`config.mk`:
```
export PLATFORM = sky130hd
export DESIGN_NAME = bounded_random_draw_flat
export DESIGN_NICKNAME = d
export VERILOG_FILES = /design/src/hw/rtl/brd_pkg.sv /design/src/hw/rtl/brd_range_if.sv /design/src/hw/rtl/brd_value_if.sv /design/src/hw/rtl/brd_thresh.sv /design/src/hw/rtl/bounded_random_draw.sv /design/src/flat_wrapper.sv
export SDC_FILE = /design/constraint.sdc
export NUM_CORES = 1
export LEC_CHECK = 0
export BUFFER_PORTS_ARGS = -buffer_cell sky130_fd_sc_hd__buf_2
export CORE_MARGIN = 3
export CORE_UTILIZATION = 50
export DETAILED_ROUTE_END_ITERATION = 10
export GPL_TIMING_DRIVEN = 1
export PLACE_DENSITY = 0.75
export SETUP_SLACK_MARGIN = 0.15
export SLEW_MARGIN = 20
export SYNTH_ARGS = -nofsm -noshare
export SYNTH_HDL_FRONTEND = slang
export SYNTH_SLANG_ARGS = --single-unit
```
`constraint.sdc`:
```
create_clock -name clk_i -period 9.1 [get_ports clk_i]
set_input_delay 1.82 -clock clk_i [delete_from_list [all_inputs] [get_ports clk_i]]
set_output_delay 1.82 -clock clk_i [all_outputs]
set_load 0.1 [all_outputs]
```
`src/hw/rtl/brd_pkg.sv`:
```
// ----------------------------------------------------------------------------
// brd_pkg
// Shared widths, constants, controller states and the xorshift step for the
// bounded random draw block.
// ----------------------------------------------------------------------------
package brd_pkg;

  localparam int unsigned WordW    = 32;
  localparam int unsigned StateW   = 2 * WordW;
  localparam int unsigned CountW   = $clog2(WordW);

  localparam int unsigned ShiftA   = 13;
  localparam int unsigned ShiftB   = 7;
  localparam int unsigned ShiftC   = 17;

  localparam logic [StateW-1:0] SeedReset = StateW'(777);

  typedef logic [WordW-1:0]  word_t;
  typedef logic [StateW-1:0] dword_t;
  typedef logic [CountW-1:0] count_t;

  typedef enum logic [2:0] {
    ST_IDLE,
    ST_MUL,
    ST_CHECK,
    ST_DIV,
    ST_OUT
  } brd_state_e;

  function automatic dword_t brd_xorshift(dword_t s);
    dword_t t;
    t = s ^ (s << ShiftA);
    t = t ^ (t >> ShiftB);
    t = t ^ (t << ShiftC);
    return t;
  endfunction

endpackage

```
`src/hw/rtl/brd_range_if.sv`:
```
// ----------------------------------------------------------------------------
// brd_range_if
// Request channel: valid/ready handshake carrying the exclusive upper bound.
// ----------------------------------------------------------------------------
interface brd_range_if;
  logic                valid;
  logic                ready;
  brd_pkg::word_t      range;

  modport source (output valid, output range, input ready);
  modport sink   (input valid, input range, output ready);
endinterface

```
`src/hw/rtl/brd_value_if.sv`:
```
// ----------------------------------------------------------------------------
// brd_value_if
// Result channel: valid/ready handshake carrying the drawn value.
// ----------------------------------------------------------------------------
interface brd_value_if;
  logic                valid;
  logic                ready;
  brd_pkg::word_t      value;

  modport source (output valid, output value, input ready);
  modport sink   (input valid, input value, output ready);
endinterface

```
`src/hw/rtl/brd_thresh.sv`:
```
// ----------------------------------------------------------------------------
// brd_thresh
// Bit-serial restoring remainder: (2^32 - divisor) mod divisor, one quotient
// bit per cycle.
// ----------------------------------------------------------------------------
module brd_thresh (
  input  logic           clk_i,
  input  logic           rst_ni,
  input  logic           start_i,
  input  brd_pkg::word_t divisor_i,
  output logic           done_o,
  output brd_pkg::word_t rem_o
);
  import brd_pkg::*;

  logic          busy_q, busy_d;
  logic          done_q, done_d;
  count_t        cnt_q, cnt_d;
  word_t         num_q, num_d;
  word_t         rem_q, rem_d;
  word_t         div_q, div_d;
  logic [WordW:0] trial;
  logic [WordW:0] diff;

  always_comb begin
    trial  = {rem_q, num_q[WordW-1]};
    diff   = trial - {1'b0, div_q};
    busy_d = busy_q;
    done_d = 1'b0;
    cnt_d  = cnt_q;
    num_d  = num_q;
    rem_d  = rem_q;
    div_d  = div_q;
    if (start_i) begin
      busy_d = 1'b1;
      cnt_d  = '0;
      num_d  = word_t'(0) - divisor_i;
      rem_d  = '0;
      div_d  = divisor_i;
    end else if (busy_q) begin
      num_d = num_q << 1;
      if (!diff[WordW]) begin
        rem_d = diff[WordW-1:0];
      end else begin
        rem_d = trial[WordW-1:0];
      end
      cnt_d = cnt_q + count_t'(1);
      if (cnt_q == count_t'(WordW - 1)) begin
        busy_d = 1'b0;
        done_d = 1'b1;
      end
    end
  end

  always_ff @(posedge clk_i or negedge rst_ni) begin
    if (!rst_ni) begin
      busy_q <= 1'b0;
      done_q <= 1'b0;
      cnt_q  <= '0;
    end else begin
      busy_q <= busy_d;
      done_q <= done_d;
      cnt_q  <= cnt_d;
    end
  end

  always_ff @(posedge clk_i) begin
    num_q <= num_d;
    rem_q <= rem_d;
    div_q <= div_d;
  end

  assign done_o = done_q;
  assign rem_o  = rem_q;

endmodule

```
`src/hw/rtl/bounded_random_draw.sv`:
```
// ----------------------------------------------------------------------------
// bounded_random_draw
// Unbiased integer in [0, range) from a 64-bit xorshift source, by
// multiply-and-reject with a lazily formed threshold.
// ----------------------------------------------------------------------------
// Each request word is accepted in ST_IDLE, run through the bit-serial
// multiplier in ST_MUL, checked in ST_CHECK and registered in ST_OUT.
// When the low product half falls below the range and no threshold is held,
// the threshold is formed by the bit-serial remainder unit in ST_DIV, and every
// rejected source word goes through the multiplier again. A new request is
// taken while the previous result still waits on the output register. Seed
// writes of zero are ignored; a pending lower half survives a seed write.
module bounded_random_draw (
  input  logic           clk_i,
  input  logic           rst_ni,
  brd_range_if.sink      req_i,
  brd_value_if.source    rsp_o,
  input  logic           seed_we_i,
  input  brd_pkg::word_t seed_wdata_i
);
  import brd_pkg::*;

  brd_state_e state_q, state_d;

  dword_t src_q, src_d;
  word_t  pend_q, pend_d;
  logic   pend_valid_q, pend_valid_d;
  word_t  range_q, range_d;
  word_t  mplr_q, mplr_d;
  dword_t acc_q, acc_d;
  count_t cnt_q, cnt_d;
  word_t  thr_q, thr_d;
  logic   thr_valid_q, thr_valid_d;
  logic   out_valid_q, out_valid_d;
  word_t  out_value_q, out_value_d;

  logic   accept;
  logic   draw_en;
  logic   mul_last;
  logic   low_lt_range;
  logic   low_lt_thr;
  logic   out_free;
  logic   div_start;
  logic   div_done;
  word_t  div_rem;
  dword_t adv;
  word_t  draw_word;
  logic [WordW:0] sum;

  assign accept       = req_i.valid && (state_q == ST_IDLE);
  assign mul_last     = (cnt_q == count_t'(WordW - 1));
  assign low_lt_range = acc_q[WordW-1:0] < range_q;
  assign low_lt_thr   = acc_q[WordW-1:0] < thr_q;
  assign out_free     = !out_valid_q || rsp_o.ready;
  assign adv          = brd_xorshift(src_q);
  assign draw_word    = pend_valid_q ? pend_q : adv[StateW-1:WordW];

  brd_thresh u_thresh (
    .clk_i     (clk_i),
    .rst_ni    (rst_ni),
    .start_i   (div_start),
    .divisor_i (range_q),
    .done_o    (div_done),
    .rem_o     (div_rem)
  );

  // next state
  always_comb begin
    state_d = state_q;
    unique case (state_q)
      ST_IDLE: begin
        if (accept) state_d = ST_MUL;
      end
      ST_MUL: begin
        if (mul_last) state_d = ST_CHECK;
      end
      ST_CHECK: begin
        if (!thr_valid_q) begin
          state_d = low_lt_range ? ST_DIV : ST_OUT;
        end else begin
          state_d = low_lt_thr ? ST_MUL : ST_OUT;
        end
      end
      ST_DIV: begin
        if (div_done) state_d = ST_CHECK;
      end
      ST_OUT: begin
        if (out_free) state_d = ST_IDLE;
      end
      default: state_d = ST_IDLE;
    endcase
  end

  // control strobes
  always_comb begin
    draw_en   = 1'b0;
    div_start = 1'b0;
    unique case (state_q)
      ST_IDLE:  draw_en = accept;
      ST_CHECK: begin
        if (!thr_valid_q) begin
          div_start = low_lt_range;
        end else begin
          draw_en = low_lt_thr;
        end
      end
      default: begin
        draw_en   = 1'b0;
        div_start = 1'b0;
      end
    endcase
  end

  // datapath
  always_comb begin
    src_d        = src_q;
    pend_d       = pend_q;
    pend_valid_d = pend_valid_q;
    range_d      = range_q;
    mplr_d       = mplr_q;
    acc_d        = acc_q;
    cnt_d        = cnt_q;
    thr_d        = thr_q;
    thr_valid_d  = thr_valid_q;
    out_valid_d  = out_valid_q && !rsp_o.ready;
    out_value_d  = out_value_q;
    sum          = {1'b0, acc_q[StateW-1:WordW]} + (mplr_q[0] ? {1'b0, range_q} : '0);

    if (seed_we_i && (seed_wdata_i != '0)) begin
      src_d = {word_t'(0), seed_wdata_i};
    end

    if (accept) begin
      range_d     = req_i.range;
      thr_valid_d = 1'b0;
    end

    if (draw_en) begin
      if (pend_valid_q) begin
        pend_valid_d = 1'b0;
      end else begin
        src_d        = adv;
        pend_d       = adv[WordW-1:0];
        pend_valid_d = 1'b1;
      end
      mplr_d = draw_word;
      acc_d  = '0;
      cnt_d  = '0;
    end

    if (state_q == ST_MUL) begin
      acc_d  = {sum, acc_q[WordW-1:1]};
      mplr_d = mplr_q >> 1;
      cnt_d  = cnt_q + count_t'(1);
    end

    if ((state_q == ST_DIV) && div_done) begin
      thr_d       = div_rem;
      thr_valid_d = 1'b1;
    end

    if ((state_q == ST_OUT) && out_free) begin
      out_valid_d = 1'b1;
      out_value_d = acc_q[StateW-1:WordW];
    end
  end

  always_ff @(posedge clk_i or negedge rst_ni) begin
    if (!rst_ni) begin
      state_q      <= ST_IDLE;
      src_q        <= SeedReset;
      pend_q       <= '0;
      pend_valid_q <= 1'b0;
      cnt_q        <= '0;
      thr_valid_q  <= 1'b0;
      out_valid_q  <= 1'b0;
    end else begin
      state_q      <= state_d;
      src_q        <= src_d;
      pend_q       <= pend_d;
      pend_valid_q <= pend_valid_d;
      cnt_q        <= cnt_d;
      thr_valid_q  <= thr_valid_d;
      out_valid_q  <= out_valid_d;
    end
  end

  always_ff @(posedge clk_i) begin
    range_q     <= range_d;
    mplr_q      <= mplr_d;
    acc_q       <= acc_d;
    thr_q       <= thr_d;
    out_value_q <= out_value_d;
  end

  assign req_i.ready = (state_q == ST_IDLE);
  assign rsp_o.valid = out_valid_q;
  assign rsp_o.value = out_value_q;

endmodule
```
`src/flat_wrapper.sv`:
```
// flat-port wrapper written by rule: the top's interface ports become plain ports
module bounded_random_draw_flat import brd_pkg::*;
  (clk_i, rst_ni, seed_we_i, seed_wdata_i, req_i_valid, req_i_range, req_i_ready, rsp_o_valid, rsp_o_value, rsp_o_ready);
  brd_range_if req_i_i ();
  brd_value_if rsp_o_i ();
  input  logic clk_i;
  input  logic rst_ni;
  input  logic seed_we_i;
  input  brd_pkg::word_t seed_wdata_i;
  input wire logic [$bits(req_i_i.valid)-1:0] req_i_valid;
  input wire logic [$bits(req_i_i.range)-1:0] req_i_range;
  output wire logic [$bits(req_i_i.ready)-1:0] req_i_ready;
  output wire logic [$bits(rsp_o_i.valid)-1:0] rsp_o_valid;
  output wire logic [$bits(rsp_o_i.value)-1:0] rsp_o_value;
  input wire logic [$bits(rsp_o_i.ready)-1:0] rsp_o_ready;
  assign req_i_i.valid = req_i_valid;
  assign req_i_i.range = req_i_range;
  assign req_i_ready = req_i_i.ready;
  assign rsp_o_valid = rsp_o_i.valid;
  assign rsp_o_value = rsp_o_i.value;
  assign rsp_o_i.ready = rsp_o_ready;
  bounded_random_draw u_core (.clk_i(clk_i), .rst_ni(rst_ni), .req_i(req_i_i), .rsp_o(rsp_o_i), .seed_we_i(seed_we_i), .seed_wdata_i(seed_wdata_i));
endmodule
```
==> flow_summary.json, run 1 <==
{
  "status": "finished clean",
  "wl_um": 56200,
  "setup_viol": 0,
  "core_area_um2": 44500,
  "reg2reg_slack_ns": 4.52,
  "grt_start_max_net_pins": 91,
  "p_leak_nw": 10.5,
  "seq_area_frac_synth": 0.493,
  "fillers": 3736,
  "maxCapViolCount": 0,
  "timing.fmax_mhz": 218,
  "final_nets": 2373,
  "synthFlopType": "edfxtp_1",
  "firstDrtPassIters": 5,
  "finalSetupTns_ns": 0,
  "hold_class": "register to register",
  "final_cell_mix": "255 x edfxtp_1, 191 x xnor2_1, 153 x nor2_1",
  "pin_count": 103,
  "holdBufCountCts": 0,
  "initial_core_util": 0.509,
  "hold_ws_ns": 0.462,
  "worstPathMaxFanout": 54,
  "post-route-drc-count": 0,
  "rsz0062_at_grt": "no",
  "die_area_um2": 47900,
  "grt_pass1_wl_um": 88900,
  "post-route-period-util": 0.504,
  "synth_warnings": 0,
  "syn_avg_cell_area_um2": 10.8,
  "tightest_slew_ns": 1.00,
  "routabilityCongestion": 0.890,
  "cp_data_arrival_time_ns": 4.88,
  "crit_path_start_kind": "register",
  "required_ns": 9.39,
  "cts.sinks": 402,
  "viasPerCell": 5.84,
  "synth_edf_count": 255,
  "routed-via-count": 16334,
  "antenna_cells": 0,
  "antenna_found_initial": 0,
  "final_hold_viol_count": 0,
  "finalCriticalPeriod_ns": 4.58,
  "synth_area_um2": 22700,
  "regArea_um2": 11200,
  "grt_pass1_vias": 16018,
  "synth_cell_type_count": 75,
  "power_density_nw_per_um2": 235,
  "drtIter0Drc": 1615,
  "hpwl_um": 40500,
  "slew_headroom": 0.333,
  "clock_latency_ns": 0.56,
  "path_class": "register to register",
  "drive_above_1_share": 0.109,
  "maxSlewViolCount": 0,
  "ctsResizeCount": 0,
  "synth_async_sr_flop_share": 0.284,
  "clkSlewWorstSetupHoldPaths_ns": 0.06,
  "cts_max_level": 2,
  "clockBufferDepth": 3,
  "ant_nets": 0,
  "cts_root_buf": "clkbuf_16",
  "ys_ff_latch": 402,
  "portBuffers": 102,
  "postSynthCellCount": 2098,
  "overflow": 0,
  "cts_tree": "yes",
  "cts_buffers": 42,
  "area_growth_pct": 10.6,
  "routedWlPerCell_um": 20.1,
  "post_cts_buffers": 0,
  "irDropWorstVdd_mv": 0.173,
  "rows": 77,
  "synth_nets": 2300,
  "skew_ns": 0.0129,
  "multiInputGateArea_um2": 10600,
  "fp.dieW_um": 219,
  "fp.dieH_um": 219,
  "track_usage": 0.234,
  "stdcell_count": 2797,
  "endpoint_kind": "register",
  "dp_cells": 2719,
  "final_common_cell": "edfxtp_1"
}
[per-stage QoR]
stage	utilization	setup WS [ns]	power [mW]	instance area, µm²
after global placement	0.531	4.47	4.08	23700
after floorplan	-	2.58	3.70	22700
after global routing	0.563	4.14	6.20	25100
final	0.563	4.52	5.90	25100
after detailed placement	0.532	4.38	4.15	23700
after CTS	0.563	4.51	5.91	25100
[state kept, by name, indices dropped and copies added (netlist names)]
| signal | cells |
|---|---|
| u_core.pend_valid_q | 1 |
| u_core.mplr_q | 32 |
| u_core.thr_q | 32 |
| u_core.state_q | 3 |
| u_core.u_thresh.rem_o | 32 |
| u_core.u_thresh.div_q | 32 |
| u_core.cnt_q | 5 |
| u_core.acc_q | 64 |
| u_core.u_thresh.num_q | 32 |
| u_core.u_thresh.cnt_q | 5 |
| u_core.thr_valid_q | 1 |
| u_core.range_q | 32 |
| u_core.u_thresh.done_o | 1 |
| u_core.u_thresh.busy_q | 1 |
| u_core.src_q | 64 |
| u_core.rsp_o.valid | 1 |
| u_core.pend_q | 32 |
| u_core.rsp_o.value | 32 |
[worst max-delay path: stages (launching register included)]
cell	delay (ns)
edfxtp_1	0.61
inv_1	0.09
ha_1	0.30
a21oi_1	0.14
nor2b_1	0.06
o21ai_0	0.14
a31oi_1	0.11
a2111oi_0	0.42
o21ai_0	0.20
a21oi_1	0.44
and2_4	0.64
buf_4	0.68
mux2_2	0.45
[final timing paths]
path / from / to / cells after the start
setup / recovery: u_core.range_q[13] / u_core.u_thresh.num_q[31] / 12
hold / removal: u_core.acc_q[45] / u_core.rsp_o.value[13] / 0
setup reg to reg: u_core.range_q[13] / u_core.u_thresh.num_q[31] / 12
hold reg to reg: u_core.acc_q[45] / u_core.rsp_o.value[13] / 0
max in group asynchronous: rst_ni / u_core.u_thresh.busy_q / 2
min in group asynchronous: rst_ni / u_core.src_q[31] / 1
[metal layers]
| metal | wire [µm] | track usage | part of all wire | vias to the layer above |
|---|---|---|---|---|
| met5 | 0 | 0 | 0 | - |
| met4 | 1630 | 0.0786 | 0.029 | 0 |
| met3 | 3540 | 0.0330 | 0.063 | 99 |
| met2 | 26400 | 0.375 | 0.47 | 560 |
| met1 | 24600 | 0.328 | 0.44 | 7978 |
| li1 | - | - | - | 7697 |
[power by group]
part           total (mW)  switching [mW]  internal, mW
Clock                1.75           0.715          1.03
Combinational        1.75           0.998         0.754
Sequential           2.40           0.182          2.22
[cell type report]
cell class / count / area share
Tap cell: 592 / 0.0295
Clock inverter: 21 / 0.00818
Sequential cell: 402 / 0.446
Multi-Input combinational cell: 1475 / 0.423
Timing Repair Buffer: 117 / 0.0257
Inverter: 133 / 0.0200
Clock buffer: 57 / 0.0475
[cells in the mapped netlist, drive strengths merged, types with 24 or more instances]
library cell,count,share of area
a211oi,40,0.015
a21o,62,0.021
a21oi,90,0.020
a31oi,31,0.0092
and2,43,0.012
and3,46,0.013
buf,29,0.0083
clkbuf,59,0.0098
dfrtp,110,0.12
dfxtp,33,0.029
edfxtp,255,0.34
ha,131,0.072
inv,132,0.022
mux2,48,0.024
mux2i,46,0.020
nand2,131,0.022
nand3,56,0.012
nand4,24,0.0066
nor2,153,0.025
nor3,34,0.0075
o211a,24,0.011
o21ai,99,0.022
xnor2,192,0.075
xor2,52,0.020
[kinds of logic after synthesis]
group | after synthesis | share of synthesized area
simple gates | 570 | 0.123
xor+xnor | 244 | 0.0954
compound gates | 434 | 0.130
buf+inv | 221 | 0.0401
fa+ha+maj | 133 | 0.0741
mux | 94 | 0.0442
flops | 402 | 0.493
Note: power is estimated with default switching activity, not from simulation.
==> run 2: changes to the inputs <==
--- a/config.mk
+++ b/config.mk
@@ -5,12 +5,13 @@
 export SDC_FILE = /design/constraint.sdc
 export NUM_CORES = 1
 export LEC_CHECK = 0
+export ABC_AREA = 1
 export BUFFER_PORTS_ARGS = -buffer_cell sky130_fd_sc_hd__buf_2
 export CORE_MARGIN = 3
 export CORE_UTILIZATION = 50
 export DETAILED_ROUTE_END_ITERATION = 10
 export GPL_TIMING_DRIVEN = 1
-export PLACE_DENSITY = 0.75
+export PLACE_DENSITY = 0.77
 export SETUP_SLACK_MARGIN = 0.15
 export SLEW_MARGIN = 20
 export SYNTH_ARGS = -nofsm -noshare
==> constraint.sdc (replaced) <==
create_clock -name clk_i -period 3.75 [get_ports clk_i]
set_input_delay 0.75 -clock clk_i [delete_from_list [all_inputs] [get_ports clk_i]]
set_output_delay 0.75 -clock clk_i [all_outputs]
set_load 0.1 [all_outputs]
==> run 2 against run 1 <==
Sequential power grew to 3.5 times the previous value; synthesized cell count grew 40%; critical endpoint is now u_core.acc_q[55]; clock skew grew 0.0041 ns; sequential cell count is the same; largest cell class unchanged; register-to-register slack lost 3.8 ns; die area grew 6.2%; count of clock-buffer cells in the layout shrank 3.
==> flow_summary.json, run 2 <==
{
  "final_cell_mix": "870 x nand2_1, 345 x inv_1, 255 x edfxtp_1",
  "maxSlewViolCount": 0,
  "grt_pass1_wl_um": 102000,
  "cp_data_arrival_time_ns": 3.33,
  "pin_count": 103,
  "rows": 79,
  "routed-via-count": 20073,
  "maxCapViolCount": 0,
  "power_density_nw_per_um2": 998,
  "r2r_cells": 14,
  "fillers": 4182,
  "synth_common_cells": "872 x nand2_1, 346 x inv_1, 255 x edfxtp_1, 226 x nand3_1, 209 x nor2_1",
  "routedWlPerCell_um": 17.5,
  "stdcell_count": 3676,
  "firstDrtPassIters": 6,
  "hold_ws_ns": 0.201,
  "hold_class": "primary input to async pin",
  "synth_warnings": 0,
  "path_class": "register to register",
  "skew_ns": 0.0170,
  "final_common_cell": "nand2_1",
  "utilization": 0.568,
  "syn_avg_cell_area_um2": 8.21,
  "ant_nets": 0,
  "top_regs": "u_core.acc_q x64, u_core.src_q x64",
  "grt_start_max_net_pins": 72,
  "clkSlewWorstSetupHoldPaths_ns": 0.06,
  "grt_pass1_vias": 18937,
  "portBuffers": 102,
  "rsz0062_at_grt": "no",
  "yosysMostFrequentCell": "nand2_1",
  "viasPerCell": 5.46,
  "slew_headroom": 0.467,
  "synth_nets": 3140,
  "holdBufCountCts": 0,
  "finalSetupTns_ns": 0,
  "post-route-drc-count": 0,
  "clock_latency_ns": 0.57,
  "synthFlopType": "edfxtp_1",
  "p_leak_nw": 12.7,
  "final_nets": 3237,
  "drive_above_1_share": 0.0821,
  "core_area_um2": 47100,
  "initial_core_util": 0.512,
  "ys_ff_latch": 402,
  "dp_cells": 3596,
  "dp_slack_ns": 0.791,
  "crit_path_start_kind": "register",
  "tightest_slew_ns": 0.799,
  "reg2reg_slack_ns": 0.75,
  "hpwl_um": 47800,
  "synth_cell_type_count": 46,
  "area_growth_pct": 10.9,
  "post_cts_buffers": 0,
  "ctsResizeCount": 0,
  "worstPathMaxFanout": 8,
  "seq_area_frac_synth": 0.464,
  "regArea_um2": 11200,
  "track_usage": 0.252,
  "required_ns": 4.07,
  "synth_area_um2": 24100,
  "finalCriticalPeriod_ns": 3.00,
  "fin_ws_ns": 0.746,
  "clockBufferDepth": 3,
  "fp.dieW_um": 226,
  "cts.sinks": 402,
  "fp.dieH_um": 226,
  "status": "finished clean",
  "setup_viol": 0,
  "irDropWorstVdd_mv": 0.600,
  "antenna_found_initial": 3,
  "cts_buffers": 43,
  "cts_max_level": 2,
  "die_area_um2": 50900,
  "synth_async_sr_flop_share": 0.284,
  "netlist_top_cells_area": "edfxtp_1 32%, nand2_1 14%, dfrtp_1 11%",
  "final_hold_viol_count": 0,
  "wl_um": 64300,
  "synth_edf_count": 255,
  "r2r_start": "u_core.mplr_q[0]",
  "synth_top_area_share": 0.318,
  "r2r_end": "u_core.acc_q[55]",
  "endpoint_kind": "register",
  "cts_tree": "yes",
  "yosysTopAreaCell": "edfxtp_1",
  "routabilityCongestion": 0.949,
  "post-route-period-util": 0.801,
  "overflow": 0,
  "multiInputGateArea_um2": 11200,
  "postSynthCellCount": 2938,
  "timing.fmax_mhz": 333,
  "cts_root_buf": "clkbuf_16",
  "drtIter0Drc": 2183
}
-- run 2: cells by family (layout without fill, tap and decap cells) --
kind of cell	Yosys count	in the layout	synth area share
fa+ha+maj	133	133	0.0697
flops	402	402	0.464
compound gates	370	370	0.0831
other cells	0	1	0
xor+xnor	184	184	0.0668
simple gates	1403	1403	0.242
buf+inv	446	576	0.0747
-- run 2: worst max-delay path: stages (launching register included) --
cell and delay (ns):
edfxtp_1 0.53, nand2_1 0.12, inv_1 0.05, ha_1 0.22, fa_1 0.42, nand2_1 0.09, nand2_1 0.05, o21ai_0 0.16
o21ai_2 0.13, a21boi_0 0.41, o21ai_0 0.24, nand2_1 0.11, nand2_1 0.06, nor2_1 0.10, nor2_1 0.05
-- run 2: cell type report --
cell class,instances,area share
Antenna cell,1,0.0000936
Clock buffer,54,0.0441
Clock inverter,24,0.00796
Inverter,354,0.0497
Multi-Input combinational cell,2090,0.418
Sequential cell,402,0.418
Tap cell,607,0.0284
Timing Repair Buffer,144,0.0336
-- run 2: worst max path at each step --
stage	slack [ns]	depth (start not counted)	endpoint	start
floorplan	0.27	3	u_core.thr_q[0]	u_core.state_q[2]
global placement	0.80	19	u_core.u_thresh.rem_o[3]	u_core.u_thresh.num_q[31]
detailed placement	0.79	19	u_core.u_thresh.rem_o[0]	u_core.u_thresh.num_q[31]
CTS	0.76	19	u_core.u_thresh.rem_o[21]	u_core.u_thresh.num_q[31]
global route	0.47	14	u_core.acc_q[55]	u_core.mplr_q[0]
finish	0.75	14	u_core.acc_q[55]	u_core.mplr_q[0]
-- run 2: per-layer routing --
metal,GRT usage,vias up,share of wire
li1,-,9815,-
met1,0.375,9329,0.45
met2,0.390,816,0.45
met3,0.0376,107,0.082
met4,0.0625,6,0.022
met5,0,-,0.00064
-- run 2: where the power goes --
part / switching [mW] / internal [mW]
clock network: 1.75 / 2.50
registers: 1.32 / 7.07
logic: 9.26 / 4.79
-- run 2: metrics by stage --
step	power (mW)	cell area, µm²
2_1_floorplan	18.4	24100
3_3_place_gp	21.8	25300
3_5_place_dp	22.1	25300
4_1_cts	26.5	26700
5_1_grt	28.7	26700
6_report	26.7	26700
